[config.mk]
export PLATFORM = sky130hd
export DESIGN_NAME = wmf_cell
export DESIGN_NICKNAME = d
export VERILOG_FILES = /design/src/hw/rtl/wmf_pkg.sv /design/src/hw/rtl/wmf_cell.sv
export SDC_FILE = /design/constraint.sdc
export NUM_CORES = 1
export LEC_CHECK = 0
export ABC_AREA = 1
export ABC_CLOCK_PERIOD_IN_PS = 6280
export BUFFER_PORTS_ARGS = -buffer_cell sky130_fd_sc_hd__buf_2
export CAP_MARGIN = 20
export CELL_PAD_IN_SITES_DETAIL_PLACEMENT = 2
export CELL_PAD_IN_SITES_GLOBAL_PLACEMENT = 2
export CORE_UTILIZATION = 27
export DETAILED_ROUTE_END_ITERATION = 16
export PLACE_DENSITY = 0.87
export SYNTH_ARGS = -nofsm -noshare
export SYNTH_HDL_FRONTEND = slang
export SYNTH_SLANG_ARGS = --single-unit
export TNS_END_PERCENT = 20
[constraint.sdc]
create_clock -name clk_i -period 6.28 [get_ports clk_i]
set_clock_uncertainty 0.15 [all_clocks]
set_input_delay 0.314 -clock clk_i [delete_from_list [all_inputs] [get_ports clk_i]]
set_output_delay 0.314 -clock clk_i [all_outputs]
set_load 0.01 [all_outputs]
[src/hw/rtl/wmf_pkg.sv]
// Package for the window median filter.
// Holds the register reset value and the control and link types shared by the cell chain.
// No dependencies.
`default_nettype none

package wmf_pkg;

  // Width of the window count register and its value after reset.
  localparam int unsigned CountWidth = 8;
  localparam logic [CountWidth-1:0] COUNT_RESET = 8'd75;

  // Control broadcast from the top level to every cell of the chain.
  typedef struct packed {
    logic take;   // a sample transfer happens at this edge
    logic clear;  // the window ends or is discarded at this edge
  } wmf_ctrl_t;

  // Status handed from one cell to its right-hand neighbor.
  typedef struct packed {
    logic valid;  // the cell holds a sample of the current window
    logic open;   // the incoming sample sorts before the cell's value, or the cell is empty
  } wmf_link_t;

endpackage

`default_nettype wire

[src/hw/rtl/wmf_cell.sv]
// One cell of the sorting chain of the window median filter.
// Holds one sample of the ascending window and shifts right when a smaller sample is inserted.
// Depends on wmf_pkg.
`default_nettype none

module wmf_cell #(
  parameter int unsigned SAMPLE_WIDTH = 16
) (
  input  wire                            clk_i,
  input  wire                            rst_ni,
  input  wire wmf_pkg::wmf_ctrl_t        ctrl_i,
  input  wire logic signed [SAMPLE_WIDTH-1:0] sample_i,
  input  wire wmf_pkg::wmf_link_t        left_i,
  input  wire logic signed [SAMPLE_WIDTH-1:0] left_value_i,
  output wmf_pkg::wmf_link_t             link_o,
  output logic signed [SAMPLE_WIDTH-1:0] value_o,
  output logic signed [SAMPLE_WIDTH-1:0] next_value_o
);
  import wmf_pkg::*;

  logic                           valid_q;
  logic                           valid_d;
  logic signed [SAMPLE_WIDTH-1:0] value_q;
  logic                           open;

  // An empty cell counts as holding the largest value.
  assign open = !valid_q || (sample_i < value_q);

  // An open cell takes the left neighbor's value if that one shifts too,
  // otherwise the new sample lands here.
  always_comb begin
    if (!open) begin
      next_value_o = value_q;
    end else if (left_i.open) begin
      next_value_o = left_value_i;
    end else begin
      next_value_o = sample_i;
    end
  end

  always_comb begin
    valid_d = valid_q;
    if (ctrl_i.clear) begin
      valid_d = 1'b0;
    end else if (ctrl_i.take) begin
      valid_d = left_i.valid;
    end
  end

  always_ff @(posedge clk_i or negedge rst_ni) begin
    if (!rst_ni) begin
      valid_q <= 1'b0;
    end else begin
      valid_q <= valid_d;
    end
  end

  always_ff @(posedge clk_i) begin
    if (ctrl_i.take) begin
      value_q <= next_value_o;
    end
  end

  assign link_o.valid = valid_q;
  assign link_o.open  = open;
  assign value_o      = value_q;

endmodule

`default_nettype wire

==> flow_metrics.py <==
metrics = {
    "setup_path": {
        "crit_family": "simple AND/OR/NAND/NOR gates",
        "cp_max_fo": 17,
        "rr_worst_depth": 11,
        "reg2reg_from": "value_o[9]$_DFFE_PP_",
        "critPathKind": "register to primary output",
        "start_kind": "register",
        "r2r-end": "value_o[15]$_DFFE_PP_",
        "path_common_cell": "nand2_1",
        "cp_num_buf_inv": 3,
        "slowest_stage": "edfxtp_1",
        "critPathCaptureType": "primary output",
        "path_cells": "inv_1, ha_1, nand2_1, inv_1, o21ai_1, a21oi_1, nor2_2, nand3_2, nand3_4, nand2_1, nand2_1, buf_2",
        "worstPathRequired_ns": 5.82,
        "rrSetupSlack_ns": 3.82,
        "cp_slowest_stage_delay_ns": 0.42,
        "cp.arrival_ns": 2.58,
    },
    "cts": {
        "numCtsBuffers": 3,
        "clkTransAtPathRegs_ns": 0.08,
        "cts_tree": "yes",
        "post_cts.repair.setup_buffers": 0,
        "cts_root_buf": "clkbuf_8",
        "cts_sinks": 17,
        "cts_max_path_buffers": 2,
        "h-tree-depth": 1,
        "insertion_delay_ns": 0.26,
    },
    "final_layout": {
        "n_antenna_cell": 0,
        "area_delta_synth_final_pct": 31.3,
        "nNetsFinal": 286,
        "instances_no_fill": 302,
        "final_layout_size_suffix_gt1_share_pct": 41.4,
        "regArea_um2": 505,
        "fill_cells": 603,
        "layout_common_cells": "buf_2 (71), nand2_1 (48), inv_1 (23), nand4_1 (17), edfxtp_1 (16)",
        "fin_util_pct": 36.6,
        "final_common_cell": "buf_2",
        "stdcell_area_um2": 1870,
        "multi_input_area_um2": 777,
    },
    "placed_design": {
        "place_inst": 297,
        "pre_cts_slack_ns": 3.46,
        "dp_hpwl_um": 3530,
        "gp_congestion": 0.755,
        "port_buffers": 71,
        "placed_area_um2": 1810,
    },
    "min_path": {
        "hold_class": "input pin to register",
        "worstHoldPathCells": 2,
        "worstHoldEndpoint": "valid_q$_DFFE_PN0P_",
        "hold_path.startpoint": "ctrl_i[0]",
    },
    "drt": {
        "route.met3.wl_um": 187,
        "routedWlPerCell_um": 14.7,
        "highest_layer": "met4",
        "drcViolationCount": 0,
        "drt_iter0_drc": 22,
        "finalWirelength_um": 4430,
        "wl_met1_um": 1770,
        "firstDrtPassIters": 4,
        "viasPerCell": 4.78,
        "antenna_left": 0,
        "vias": 1444,
        "wl_met2_um": 2430,
    },
    "die": {
        "die_area_um2": 5570,
        "num_rows": 26,
        "dieHeight_um": 74.7,
        "start_util_pct": 27.9,
        "core_area_um2": 5110,
        "die_w_um": 74.7,
        "io_pins": 72,
    },
    "synthesis": {
        "syn_nets": 218,
        "synth-seq-cells": 17,
        "ys_types": 23,
        "syn_area_um2": 1430,
        "seq_area_frac_synth_pct": 35.5,
        "yosys.area.top_type": "edfxtp_1",
        "synth_area_leaders": "edfxtp_1 (34%), ha_1 (13%), nand2_1 (13%)",
        "synth_cells": 165,
        "synth_area_per_cell_um2": 8.64,
        "yosysWarnings": 0,
        "synth_top_area_share_pct": 33.7,
    },
    "sta": {
        "maxSlewHeadroom_pct": 54.3,
        "final-setup-viol-count": 0,
        "tightest_slew_ns": 0.685,
        "rsz0062_at_grt": "no",
        "fin_crit_ns": 3.04,
        "timing.final.hold_violations": 0,
        "period_share_pct": 48.4,
        "slew_viol_final": 0,
        "fin_tns_setup_ns": 0,
        "setup_ws_ns": 3.24,
        "fmax_ghz": 0.329,
    },
    "global_routing": {
        "grt_pass1_vias": 1510,
        "antenna_found_initial": 0,
        "track_usage_pct": 17.0,
        "grt_max_degree": 20,
        "grt_overflow": 0,
        "grt_pass1_wl_um": 7110,
    },
    "pwr": {
        "ir_worst_vdd_mv": 0.115,
        "power.density_nw_per_um2": 203,
        "leakage_nw": 0.997,
    },
    "run_status": {
        "outcome": "complete, no violations",
    },
    "run": {
        "max_cap_violations": 0,
    },
}
==> registers in the layout, summed over array words and instances (netlist names) <==
signal	count
value_o	16
valid_q	1
==> worst max path at each step <==
stage | start | endpoint | slack (ns) | cells after the start
4_1_cts | value_o[9]$_DFFE_PP_ | next_value_o[15] | 3.17 | 12
2_1_floorplan | value_o[15]$_DFFE_PP_ | next_value_o[10] | 4.09 | 10
3_3_place_gp | sample_i[5] | next_value_o[15] | 3.59 | 12
5_1_grt | value_o[9]$_DFFE_PP_ | next_value_o[15] | 2.99 | 12
3_5_place_dp | sample_i[15] | next_value_o[15] | 3.46 | 10
6_report | value_o[9]$_DFFE_PP_ | next_value_o[15] | 3.24 | 12
==> repair_timing <==
action,4_1_cts,5_1_grt
hold buffers,1,0
gates resized for setup,0,0
setup endpoints to repair,0,0
endpoints found under the hold margin,1,0
==> power by group <==
part	internal, mW	switching (mW)	total, mW
Combinational	0.0568	0.0847	0.142
Sequential	0.139	0.0106	0.150
Clock	0.0447	0.0427	0.0875
Total	0.241	0.138	0.379
==> cell usage after synthesis <==
cell      count
nand2_1      48
inv_1        23
nand4_1      17
edfxtp_1     16
ha_1         15
mux2_2       15
a21oi_1       6
nor2_1        4
buf_2         3
buf_4         3
clkbuf_1      2
o21ai_1       2
a211oi_1      1
buf_6         1
dfrtp_1       1
nand2_2       1
nand2_4       1
nand3_1       1
nand3_2       1
nand3_4       1
nor2_2        1
nor3_2        1
o21ai_0       1
==> cells by family (layout without fill, tap and decap cells) <==
group / Yosys count / in the layout / synth area share, %
multiplexers: 15 / 15 / 11.9
adder cells (fa/ha/maj): 15 / 15 / 13.2
AND/OR/NAND/NOR: 76 / 76 / 25.8
flip-flops: 17 / 17 / 35.5
AO/OA/AOI/OAI: 10 / 10 / 3.69
buffers and inverters: 32 / 99 / 10.0
==> cell type report <==
class                   count  share of cell area [%]
inverters                  23                    4.62
clock inverters             1                   0.401
repair buffers             72                    19.5
multi-input cells         116                    41.5
well taps                  70                    4.68
flip-flops and latches     17                    27.0
clock buffers               3                    2.21
==> layer usage <==
layer | vias up | track usage (%)
met4 | 0 | 3.14
met1 | 705 | 19.1
met3 | 2 | 3.21
li1 | 699 | -
met5 | - | 0
met2 | 38 | 33.2
==> through the flow <==
step	power [mW]	hold slack, ns
2_1_floorplan	0.238	-0.132
3_3_place_gp	0.290	-0.0583
3_5_place_dp	0.297	-0.0576
4_1_cts	0.390	0.0488
5_1_grt	0.408	0.0573
6_report	0.379	0.0576
No activity file was read; power rests on OpenSTA's default activity.
